File: src/rtl/tfc_pkg.sv
// shared types and constants of the triangle face cull block
package tfc_pkg;

    localparam int COORD_WIDTH_DEFAULT = 16;
    localparam int TAG_WIDTH_DEFAULT   = 32;
    localparam int QUEUE_DEPTH_DEFAULT = 4;

    localparam int TRI_VERTS  = 3;
    localparam int CFG_DATA_W = 3;
    localparam int CFG_IDX_W  = 2;

    // index of the last vertex of a triangle, also the gather count at which a triangle completes
    localparam logic [1:0] LAST_IDX = 2'(TRI_VERTS - 1);

    // primitive kinds at or above this value are triangles
    localparam logic [2:0] KIND_TRI_FIRST = 3'd4;

    localparam logic [1:0] CULL_BACK  = 2'd0;
    localparam logic [1:0] CULL_FRONT = 2'd1;

    localparam logic [2:0] KIND_RESET    = 3'd4;
    localparam logic       WINDING_RESET = 1'b1;
    localparam logic [1:0] CULL_RESET    = 2'd0;
    localparam logic       ENABLE_RESET  = 1'b0;

    typedef enum logic [CFG_IDX_W-1:0] {
        REG_PRIMITIVE_KIND = 2'd0,
        REG_WINDING_CCW    = 2'd1,
        REG_CULL_MODE      = 2'd2,
        REG_CULL_ENABLE    = 2'd3
    } tfc_reg_idx_t;

    typedef struct packed {
        logic [2:0] primitive_kind;
        logic       winding_ccw;
        logic [1:0] cull_mode;
        logic       cull_enable;
    } tfc_cfg_t;

    // per-record control carried through the queue
    typedef struct packed {
        logic is_tri;
        logic front;
    } tfc_ctrl_t;

    localparam int CTRL_W = $bits(tfc_ctrl_t);

endpackage

File: src/rtl/triangle_face_cull_top.sv
// top level of the triangle face cull block: config registers and the three units
//
//  channel  | handshake          | payload
//  ---------+--------------------+---------------------------------------------
//  vertex   | push / full        | pos_x, pos_y, vertex_tag
//  result   | empty / pop        | out_x, out_y, out_tag, out_front, out_last
//  config   | cfg_we             | cfg_index, cfg_data
//
//  one vertex in per cycle while full is low; a kept triangle leaves as three results, one per vertex
//  a result follows the vertex that completes it through the difference stage,
//  product stage, queue write and output record load
//  full rises when queue plus pipeline hold QUEUE_DEPTH records; then no vertex is taken
//  reset: triangles, ccw front, cull back, culling off; gather count, pipe and queue empty
module triangle_face_cull_top #(
    parameter int COORD_WIDTH = tfc_pkg::COORD_WIDTH_DEFAULT,
    parameter int TAG_WIDTH   = tfc_pkg::TAG_WIDTH_DEFAULT,
    parameter int QUEUE_DEPTH = tfc_pkg::QUEUE_DEPTH_DEFAULT
) (
    input  logic                              clk,
    input  logic                              rst_n,
    // configuration writes
    input  logic                              cfg_we,
    input  logic [tfc_pkg::CFG_IDX_W-1:0]     cfg_index,
    input  logic [tfc_pkg::CFG_DATA_W-1:0]    cfg_data,
    // vertex input
    input  logic                              push,
    output logic                              full,
    input  logic signed [COORD_WIDTH-1:0]     pos_x,
    input  logic signed [COORD_WIDTH-1:0]     pos_y,
    input  logic [TAG_WIDTH-1:0]              vertex_tag,
    // vertex output
    output logic                              empty,
    input  logic                              pop,
    output logic signed [COORD_WIDTH-1:0]     out_x,
    output logic signed [COORD_WIDTH-1:0]     out_y,
    output logic [TAG_WIDTH-1:0]              out_tag,
    output logic                              out_front,
    output logic                              out_last
);

    localparam int VW    = 2 * COORD_WIDTH + TAG_WIDTH;
    localparam int REC_W = tfc_pkg::CTRL_W + tfc_pkg::TRI_VERTS * VW;
    localparam int CNTW  = $clog2(QUEUE_DEPTH + 1);

    tfc_pkg::tfc_cfg_t cfg_reg;
    tfc_pkg::tfc_cfg_t cfg_next;

    logic              q_push;
    logic [REC_W-1:0]  q_wr_data;
    logic              q_pop;
    logic [REC_W-1:0]  q_rd_data;
    logic              q_empty;
    logic [CNTW-1:0]   q_count;

    // register writes keep only the low bits each register holds
    always_comb
    begin
        cfg_next = cfg_reg;
        if (cfg_we)
        begin
            case (cfg_index)
                tfc_pkg::REG_PRIMITIVE_KIND: cfg_next.primitive_kind = cfg_data[2:0];
                tfc_pkg::REG_WINDING_CCW:    cfg_next.winding_ccw    = cfg_data[0];
                tfc_pkg::REG_CULL_MODE:      cfg_next.cull_mode      = cfg_data[1:0];
                tfc_pkg::REG_CULL_ENABLE:    cfg_next.cull_enable    = cfg_data[0];
                default:                     cfg_next = cfg_reg;
            endcase
        end
    end

    always_ff @(posedge clk or negedge rst_n)
    begin
        if (!rst_n)
        begin
            cfg_reg.primitive_kind <= tfc_pkg::KIND_RESET;
            cfg_reg.winding_ccw    <= tfc_pkg::WINDING_RESET;
            cfg_reg.cull_mode      <= tfc_pkg::CULL_RESET;
            cfg_reg.cull_enable    <= tfc_pkg::ENABLE_RESET;
        end
        else
        begin
            cfg_reg <= cfg_next;
        end
    end

    // front: gather, area sign, keep or drop
    tfc_front #(
        .COORD_WIDTH (COORD_WIDTH),
        .TAG_WIDTH   (TAG_WIDTH),
        .QUEUE_DEPTH (QUEUE_DEPTH)
    ) u_front (
        .clk        (clk),
        .rst_n      (rst_n),
        .cfg        (cfg_reg),
        .push       (push),
        .full       (full),
        .pos_x      (pos_x),
        .pos_y      (pos_y),
        .vertex_tag (vertex_tag),
        .q_count    (q_count),
        .q_push     (q_push),
        .q_data     (q_wr_data)
    );

    // records waiting for the back end
    tfc_queue #(
        .WIDTH (REC_W),
        .DEPTH (QUEUE_DEPTH)
    ) u_queue (
        .clk     (clk),
        .rst_n   (rst_n),
        .wr_en   (q_push),
        .wr_data (q_wr_data),
        .rd_en   (q_pop),
        .rd_data (q_rd_data),
        .empty   (q_empty),
        .count   (q_count)
    );

    // back: one vertex per result transfer
    tfc_back #(
        .COORD_WIDTH (COORD_WIDTH),
        .TAG_WIDTH   (TAG_WIDTH)
    ) u_back (
        .clk       (clk),
        .rst_n     (rst_n),
        .q_empty   (q_empty),
        .q_data    (q_rd_data),
        .q_pop     (q_pop),
        .empty     (empty),
        .pop       (pop),
        .out_x     (out_x),
        .out_y     (out_y),
        .out_tag   (out_tag),
        .out_front (out_front),
        .out_last  (out_last)
    );

endmodule

File: src/rtl/tfc_front.sv
// front end: vertex gather, signed area pipeline and cull decision
module tfc_front #(
    parameter int COORD_WIDTH = tfc_pkg::COORD_WIDTH_DEFAULT,
    parameter int TAG_WIDTH   = tfc_pkg::TAG_WIDTH_DEFAULT,
    parameter int QUEUE_DEPTH = tfc_pkg::QUEUE_DEPTH_DEFAULT,
    localparam int VW    = 2 * COORD_WIDTH + TAG_WIDTH,
    localparam int REC_W = tfc_pkg::CTRL_W + tfc_pkg::TRI_VERTS * VW,
    localparam int CNTW  = $clog2(QUEUE_DEPTH + 1)
) (
    input  logic                          clk,
    input  logic                          rst_n,
    input  tfc_pkg::tfc_cfg_t             cfg,
    input  logic                          push,
    output logic                          full,
    input  logic signed [COORD_WIDTH-1:0] pos_x,
    input  logic signed [COORD_WIDTH-1:0] pos_y,
    input  logic [TAG_WIDTH-1:0]          vertex_tag,
    input  logic [CNTW-1:0]               q_count,
    output logic                          q_push,
    output logic [REC_W-1:0]              q_data
);

    localparam int DW = COORD_WIDTH + 1;
    localparam int PW = 2 * DW;
    localparam int AW = PW + 1;

    logic                 accept;
    logic                 tri_kind;
    logic                 launch;
    logic [VW-1:0]        in_vert;
    logic [CNTW:0]        occupancy;

    logic [1:0]           cnt_reg;
    logic [1:0]           cnt_next;
    logic [VW-1:0]        held0_reg;
    logic [VW-1:0]        held1_reg;

    logic signed [COORD_WIDTH-1:0] x0;
    logic signed [COORD_WIDTH-1:0] y0;
    logic signed [COORD_WIDTH-1:0] x1;
    logic signed [COORD_WIDTH-1:0] y1;

    logic                 s1_valid_reg;
    logic                 s1_valid_next;
    logic                 s1_tri_reg;
    logic [3*VW-1:0]      s1_verts_reg;
    logic signed [DW-1:0] s1_dx1_reg;
    logic signed [DW-1:0] s1_dy2_reg;
    logic signed [DW-1:0] s1_dx2_reg;
    logic signed [DW-1:0] s1_dy1_reg;

    logic                 s2_valid_reg;
    logic                 s2_tri_reg;
    logic [3*VW-1:0]      s2_verts_reg;
    logic signed [PW-1:0] s2_p1_reg;
    logic signed [PW-1:0] s2_p2_reg;

    logic signed [AW-1:0] area;
    logic                 area_pos;
    logic                 area_neg;
    logic                 is_front;
    logic                 keep;
    tfc_pkg::tfc_ctrl_t   ctrl;

    // credit check: queue entries plus records still in the pipeline
    assign occupancy = (CNTW+1)'(q_count) + (CNTW+1)'(s1_valid_reg)
                     + (CNTW+1)'(s2_valid_reg);
    assign full      = occupancy >= (CNTW+1)'(QUEUE_DEPTH);
    assign accept    = push && !full;

    assign tri_kind  = cfg.primitive_kind >= tfc_pkg::KIND_TRI_FIRST;
    assign launch    = accept && (!tri_kind || (cnt_reg == tfc_pkg::LAST_IDX));
    assign in_vert   = {pos_x, pos_y, vertex_tag};

    assign x0 = $signed(held0_reg[VW-1 -: COORD_WIDTH]);
    assign y0 = $signed(held0_reg[VW-COORD_WIDTH-1 -: COORD_WIDTH]);
    assign x1 = $signed(held1_reg[VW-1 -: COORD_WIDTH]);
    assign y1 = $signed(held1_reg[VW-COORD_WIDTH-1 -: COORD_WIDTH]);

    always_comb
    begin
        cnt_next = cnt_reg;
        if (accept && tri_kind)
        begin
            if (cnt_reg == tfc_pkg::LAST_IDX)
                cnt_next = 2'd0;
            else
                cnt_next = cnt_reg + 2'd1;
        end
    end

    assign s1_valid_next = launch;

    always_ff @(posedge clk or negedge rst_n)
    begin
        if (!rst_n)
        begin
            cnt_reg      <= 2'd0;
            s1_valid_reg <= 1'b0;
            s2_valid_reg <= 1'b0;
        end
        else
        begin
            cnt_reg      <= cnt_next;
            s1_valid_reg <= s1_valid_next;
            s2_valid_reg <= s1_valid_reg;
        end
    end

    // gather storage and pipeline payload
    always_ff @(posedge clk)
    begin
        if (accept && tri_kind && (cnt_reg == 2'd0))
            held0_reg <= in_vert;
        if (accept && tri_kind && (cnt_reg == 2'd1))
            held1_reg <= in_vert;
        if (launch)
        begin
            s1_tri_reg   <= tri_kind;
            s1_verts_reg <= {in_vert, held1_reg, held0_reg};
            s1_dx1_reg   <= DW'(x1) - DW'(x0);
            s1_dy2_reg   <= DW'(pos_y) - DW'(y0);
            s1_dx2_reg   <= DW'(pos_x) - DW'(x0);
            s1_dy1_reg   <= DW'(y1) - DW'(y0);
        end
        if (s1_valid_reg)
        begin
            s2_tri_reg   <= s1_tri_reg;
            s2_verts_reg <= s1_verts_reg;
            s2_p1_reg    <= PW'(s1_dx1_reg) * PW'(s1_dy2_reg);
            s2_p2_reg    <= PW'(s1_dx2_reg) * PW'(s1_dy1_reg);
        end
    end

    // zero area counts as back facing under either winding
    assign area     = AW'(s2_p1_reg) - AW'(s2_p2_reg);
    assign area_neg = area[AW-1];
    assign area_pos = !area[AW-1] && (area != '0);
    assign is_front = cfg.winding_ccw ? area_pos : area_neg;

    always_comb
    begin
        if (!cfg.cull_enable)
            keep = 1'b1;
        else
        begin
            case (cfg.cull_mode)
                tfc_pkg::CULL_BACK:  keep = is_front;
                tfc_pkg::CULL_FRONT: keep = !is_front;
                default:             keep = 1'b0;
            endcase
        end
    end

    assign ctrl.is_tri = s2_tri_reg;
    assign ctrl.front  = s2_tri_reg && is_front;
    assign q_push      = s2_valid_reg && (!s2_tri_reg || keep);
    assign q_data      = {ctrl, s2_verts_reg};

endmodule

File: src/rtl/tfc_queue.sv
// short record queue between front and back ends
module tfc_queue #(
    parameter int WIDTH = 8,
    parameter int DEPTH = tfc_pkg::QUEUE_DEPTH_DEFAULT,
    localparam int PTRW = $clog2(DEPTH),
    localparam int CNTW = $clog2(DEPTH + 1)
) (
    input  logic             clk,
    input  logic             rst_n,
    input  logic             wr_en,
    input  logic [WIDTH-1:0] wr_data,
    input  logic             rd_en,
    output logic [WIDTH-1:0] rd_data,
    output logic             empty,
    output logic [CNTW-1:0]  count
);

    logic [WIDTH-1:0] slots [DEPTH];
    logic [PTRW-1:0]  wr_ptr_reg;
    logic [PTRW-1:0]  wr_ptr_next;
    logic [PTRW-1:0]  rd_ptr_reg;
    logic [PTRW-1:0]  rd_ptr_next;
    logic [CNTW-1:0]  count_reg;
    logic [CNTW-1:0]  count_next;
    logic             do_rd;

    // writer never overruns: the front end holds credit for every slot
    assign do_rd   = rd_en && (count_reg != '0);
    assign empty   = count_reg == '0;
    assign count   = count_reg;
    assign rd_data = slots[rd_ptr_reg];

    always_comb
    begin
        wr_ptr_next = wr_ptr_reg;
        rd_ptr_next = rd_ptr_reg;
        count_next  = count_reg;
        if (wr_en)
            wr_ptr_next = (wr_ptr_reg == PTRW'(DEPTH - 1)) ? '0 : wr_ptr_reg + 1'b1;
        if (do_rd)
            rd_ptr_next = (rd_ptr_reg == PTRW'(DEPTH - 1)) ? '0 : rd_ptr_reg + 1'b1;
        if (wr_en && !do_rd)
            count_next = count_reg + 1'b1;
        else if (!wr_en && do_rd)
            count_next = count_reg - 1'b1;
    end

    always_ff @(posedge clk or negedge rst_n)
    begin
        if (!rst_n)
        begin
            wr_ptr_reg <= '0;
            rd_ptr_reg <= '0;
            count_reg  <= '0;
        end
        else
        begin
            wr_ptr_reg <= wr_ptr_next;
            rd_ptr_reg <= rd_ptr_next;
            count_reg  <= count_next;
        end
    end

    always_ff @(posedge clk)
    begin
        if (wr_en)
            slots[wr_ptr_reg] <= wr_data;
    end

endmodule

File: src/rtl/tfc_back.sv
// back end: unrolls queued records into one vertex per transfer
module tfc_back #(
    parameter int COORD_WIDTH = tfc_pkg::COORD_WIDTH_DEFAULT,
    parameter int TAG_WIDTH   = tfc_pkg::TAG_WIDTH_DEFAULT,
    localparam int VW    = 2 * COORD_WIDTH + TAG_WIDTH,
    localparam int REC_W = tfc_pkg::CTRL_W + tfc_pkg::TRI_VERTS * VW
) (
    input  logic                          clk,
    input  logic                          rst_n,
    input  logic                          q_empty,
    input  logic [REC_W-1:0]              q_data,
    output logic                          q_pop,
    output logic                          empty,
    input  logic                          pop,
    output logic signed [COORD_WIDTH-1:0] out_x,
    output logic signed [COORD_WIDTH-1:0] out_y,
    output logic [TAG_WIDTH-1:0]          out_tag,
    output logic                          out_front,
    output logic                          out_last
);

    tfc_pkg::tfc_ctrl_t q_ctrl;
    logic               rec_valid_reg;
    logic               rec_valid_next;
    logic [1:0]         idx_reg;
    logic [1:0]         idx_next;
    tfc_pkg::tfc_ctrl_t rec_ctrl_reg;
    logic [3*VW-1:0]    rec_verts_reg;
    logic [VW-1:0]      slot;
    logic               xfer;
    logic               at_last;
    logic               load;

    assign q_ctrl  = tfc_pkg::tfc_ctrl_t'(q_data[REC_W-1 -: tfc_pkg::CTRL_W]);
    assign at_last = idx_reg == tfc_pkg::LAST_IDX;
    assign xfer    = pop && rec_valid_reg;
    assign load    = !q_empty && (!rec_valid_reg || (xfer && at_last));
    assign q_pop   = load;

    always_comb
    begin
        rec_valid_next = rec_valid_reg;
        idx_next       = idx_reg;
        if (load)
        begin
            rec_valid_next = 1'b1;
            // a pass-through record carries its vertex in the last slot
            idx_next       = q_ctrl.is_tri ? 2'd0 : tfc_pkg::LAST_IDX;
        end
        else if (xfer)
        begin
            if (at_last)
                rec_valid_next = 1'b0;
            else
                idx_next = idx_reg + 2'd1;
        end
    end

    always_ff @(posedge clk or negedge rst_n)
    begin
        if (!rst_n)
        begin
            rec_valid_reg <= 1'b0;
            idx_reg       <= 2'd0;
        end
        else
        begin
            rec_valid_reg <= rec_valid_next;
            idx_reg       <= idx_next;
        end
    end

    always_ff @(posedge clk)
    begin
        if (load)
        begin
            rec_ctrl_reg  <= q_ctrl;
            rec_verts_reg <= q_data[3*VW-1:0];
        end
    end

    assign slot      = rec_verts_reg[idx_reg*VW +: VW];
    assign empty     = !rec_valid_reg;
    assign out_x     = $signed(slot[VW-1 -: COORD_WIDTH]);
    assign out_y     = $signed(slot[VW-COORD_WIDTH-1 -: COORD_WIDTH]);
    assign out_tag   = slot[TAG_WIDTH-1:0];
    assign out_front = rec_ctrl_reg.front;
    assign out_last  = at_last;

endmodule

File: config.mk
export PLATFORM = sky130hd
export DESIGN_NAME = triangle_face_cull_top
export DESIGN_NICKNAME = d
export VERILOG_FILES = /design/src/rtl/tfc_pkg.sv /design/src/rtl/triangle_face_cull_top.sv /design/src/rtl/tfc_front.sv /design/src/rtl/tfc_queue.sv /design/src/rtl/tfc_back.sv
export SDC_FILE = /design/constraint.sdc
export NUM_CORES = 2
export LEC_CHECK = 0
export BUFFER_PORTS_ARGS = -buffer_cell sky130_fd_sc_hd__buf_2
export CAP_MARGIN = 10
export CELL_PAD_IN_SITES_DETAIL_PLACEMENT = 2
export CELL_PAD_IN_SITES_GLOBAL_PLACEMENT = 2
export CORE_MARGIN = 5
export CORE_UTILIZATION = 48
export DETAILED_ROUTE_END_ITERATION = 10
export PLACE_DENSITY_LB_ADDON = 0.1
export SETUP_SLACK_MARGIN = 0.1
export SKIP_LAST_GASP = 1
export SLEW_MARGIN = 25
export SYNTH_ARGS = -nofsm -noshare
export SYNTH_HDL_FRONTEND = slang
export SYNTH_HIERARCHICAL = 1
export SYNTH_SLANG_ARGS = --single-unit
File: constraint.sdc
create_clock -name clk -period 14.3 [get_ports clk]
set_input_delay 0 -clock clk [delete_from_list [all_inputs] [get_ports clk]]
set_output_delay 0 -clock clk [all_outputs]
set_load 0.02 [all_outputs]
==> results of run 1 <==
-- stage by stage --
step	setup WS [ps]	area, µm²	instances
3_3_place_gp	6950	85100	7470
2_1_floorplan	2410	82000	5215
==> summary.md, run 1 <==
| Metric | Value |
|---|---|
| Status | `stopped before the end` |
| Last stage reached | `detailed placement (3_5_place_dp)` |
| First error in the log | `[ERROR DPL-0033] detailed placement checks failed during check placement.` |
| Post-synthesis instance area | `0.0820 mm²` |
| Number of placed I/O pins | `142` |
| Number of standard cells after synthesis | `5215` |
| Syn_area_per_cell | `15.7 µm²` |
| Starting Density | `48.3%` |
| Core Rows | `151` |
| Net count of the mapped netlist | `6163` |
| Buffers added on ports | `141` |
| Height of the die | `423 µm` |
| Yosys warnings | `6` |
| Post-detailed-placement half-perimeter wirelength | `206 mm` |
| Final weighted congestion in routability-driven placement | `0.797` |
| Die boundary width | `423 µm` |
==> run 2, diff against run 1 <==
- CELL_PAD_IN_SITES_DETAIL_PLACEMENT: 2 -> not set
- CELL_PAD_IN_SITES_GLOBAL_PLACEMENT: 2 -> not set
- CORE_UTILIZATION: 48 -> 40
- PLACE_DENSITY_LB_ADDON: 0.1 -> 0.15
- SETUP_SLACK_MARGIN: 0.1 -> not set
==> summary.md, run 2 <==
| Metric | Value |
|---|---|
| Antenna violations before repair | `14` |
| Max stage delay cell, worst path | `sky130_fd_sc_hd__edfxtp_1` |
| Ratio of cells with drive above 1 in the final layout | `11.1%` |
| Core Rows | `166 (+9.9%)` |
| CTS-repair resized insts | `0` |
| Slew Limit Headroom | `25.3%` |
| First-iteration detailed-routing DRC count | `2520` |
| Most frequent cells in the layout | `1619 x sky130_fd_sc_hd__edfxtp_1, 729 x sky130_fd_sc_hd__inv_1, 598 x sky130_fd_sc_hd__fa_1` |
| Clk_lat worst skew | `810 ps` |
| Post-layout min period | `7160 ps` |
| CTS Buf Count | `171` |
| First-pass GRT wire length | `291 mm` |
| Clock tree root buffer cell | `sky130_fd_sc_hd__clkbuf_16` |
| Max cap viols | `0` |
| Slew Viols, Final | `0` |
| FMAX | `140 MHz` |
| Post-synthesis instance area | `0.0820 mm² (unchanged)` |
| Net count of the finished layout | `6495` |
| All-layer global routing usage | `18.0%` |
| Number of global-route vias before repair | `45611` |
| Die boundary width | `463 µm (+9.3%)` |
| Buffers added on ports | `141 (unchanged)` |
| Required time of the worst setup path | `14830 ps` |
| Crit Path Class | `reg2reg` |
| Total congestion overflow | `0` |
| Measured slew at the worst slew-check pin | `1120 ps` |
| Syn_area_per_cell | `15.7 µm² (unchanged)` |
| Hold Buf Count CTS | `126` |
| Flip-flop count of the largest register, all copies and words added | `776` |
| Buffers plus inverters on the worst setup path | `3` |
| Status | `completed` |
| Most common cell after layout, fill and taps aside | `sky130_fd_sc_hd__edfxtp_1` |
| Number of sinks on the clock net | `1638` |
| Cell class contributing the biggest share of worst-path delay | `adder cells` |
| Count of filler cells inserted in the layout | `18021` |
| Register with the most flip-flops | `u_queue/slots` |
| Cell breakdown of the critical path | `nand2_1 > fa_1 > fa_1 > fa_1 > inv_1 > fa_1 > fa_1 > inv_1 > fa_1 > inv_1 > ha_1 > a21o_1 > a21o_1 > a21o_1 > a21oi_1 > o21ai_0 > o2111ai_1 > a21boi_0 > o22ai_1 > a221oi_1 > a21o_1 > a21oi_1 > xnor2_1` |
| Number of cells in the finished layout apart from fillers | `8377` |
| Average routed wire per standard cell | `22.6 µm` |
| Most frequent cell on the critical path | `sky130_fd_sc_hd__fa_1` |
| Total of endpoints with negative setup slack in the final report | `0` |
| Die area | `0.214 mm²` |
| Post-detailed-placement half-perimeter wirelength | `126 mm (-39%)` |
| Ratio of final minimum period to clock period | `50.1%` |
| Layout overhead on the synthesized area | `12.5%` |
| Peak per-stage delay on the critical path | `840 ps` |
| Max H-tree Level | `4` |
| Detailed Route WL | `190 mm` |
| Largest fanout on the critical path | `17` |
| End-of-flow core utilization | `45.1%` |
| Hold WC Path Type | `in2reg` |
| Worst clock skew on the final layout | `45.2 ps` |
| Summed area of non-filler cells in the final layout | `0.0922 mm²` |
| TritonCTS clock tree | `built` |
| Number of placed I/O pins | `142 (unchanged)` |
| Post-route ant nets | `0` |
| Starting Density | `40.1% (-8.2 points)` |
| Final number of hold-violating endpoints | `0` |
| WP data arrival | `7690 ps` |
| Setup repair after global routing missed its margin | `no` |
| First-pass iteration count of the detailed router | `7` |
| Net count of the mapped netlist | `6163 (unchanged)` |
| Clk buf depth | `3` |
| Type of destination of the critical path | `register` |
| Critical Path Source Type | `register` |
| Core Region | `0.204 mm²` |
| Vias per inst | `5.01` |
| Setup TNS Final | `0 ps` |
| Yosys warnings | `6 (unchanged)` |
| Drt drc | `0` |
| Height of the die | `463 µm (+9.3%)` |
| Final weighted congestion in routability-driven placement | `0.835 (+4.7%)` |
| Number of standard cells after synthesis | `5215 (unchanged)` |
| Maximum number of pins on one net before global-route repair | `130` |
| Number of placed instances, taps included | `7936` |
| Vias after detailed routing | `41969` |
| Buffers inserted during post-CTS setup optimization | `0` |
| Clock-pin slew reported for the worst setup and hold paths after clock tree synthesis | `60 ps` |
| Post-DP Area | `0.0857 mm²` |
run 2: per-layer routing:
layer	vias up	track usage, %	wire [µm]
met2	772	30.7	94300
met5	-	0	0
met4	0	3.80	3290
met3	205	2.55	7340
met1	22013	24.7	84800
li1	18979	-	-
run 2: layout make-up:
class                      instances  area [µm²]  area share (%)
tap                             2688        3360            3.65
antenna                            6        15.0          0.0163
sequential                      1638       49100            53.2
multi-input combinational       2701       29400            31.9
inverter                         729        2740            2.97
timing repair buffer             306        2330            2.53
clock buffer                     217        4480            4.86
clock inverter                    92         817           0.886
run 2: path summary, 6_finish.rpt:
| path | from | to | slack (ps) | cells past startpoint |
|---|---|---|---|---|
| min | pos_y[2] | u_front/held0_reg[34]$_DFFE_PP_ | 70 | 2 |
| min in group asynchronous | rst_n | cfg_reg[3]$_DFFE_PN1P_ | 340 | 3 |
| max reg2reg | u_front/s1_dx1_reg[11]$_DFFE_PP_ | u_front/s2_p1_reg[30]$_DFFE_PP_ | 7140 | 23 |
| max in group asynchronous | rst_n | u_back/idx_reg[0]$_DFFE_PN0P_ | 13770 | 4 |
| min reg2reg | u_front/s1_verts_reg[159]$_DFFE_PP_ | u_front/s2_verts_reg[159]$_DFFE_PP_ | 410 | 0 |
| max | u_front/s1_dx1_reg[11]$_DFFE_PP_ | u_front/s2_p1_reg[30]$_DFFE_PP_ | 7140 | 23 |
run 2: through the flow:
stage,hold WS [ps],setup slack (ps)
after CTS,10.3,7150
after global routing,26.3,6710
final,68.8,7140
after detailed placement,99.2,7180
after floorplan,-296,2410
after global placement,97.0,7020
Power of run 2 is not shown: default switching activity piles up to over one toggle a cycle in this logic, so the estimate is an artifact.
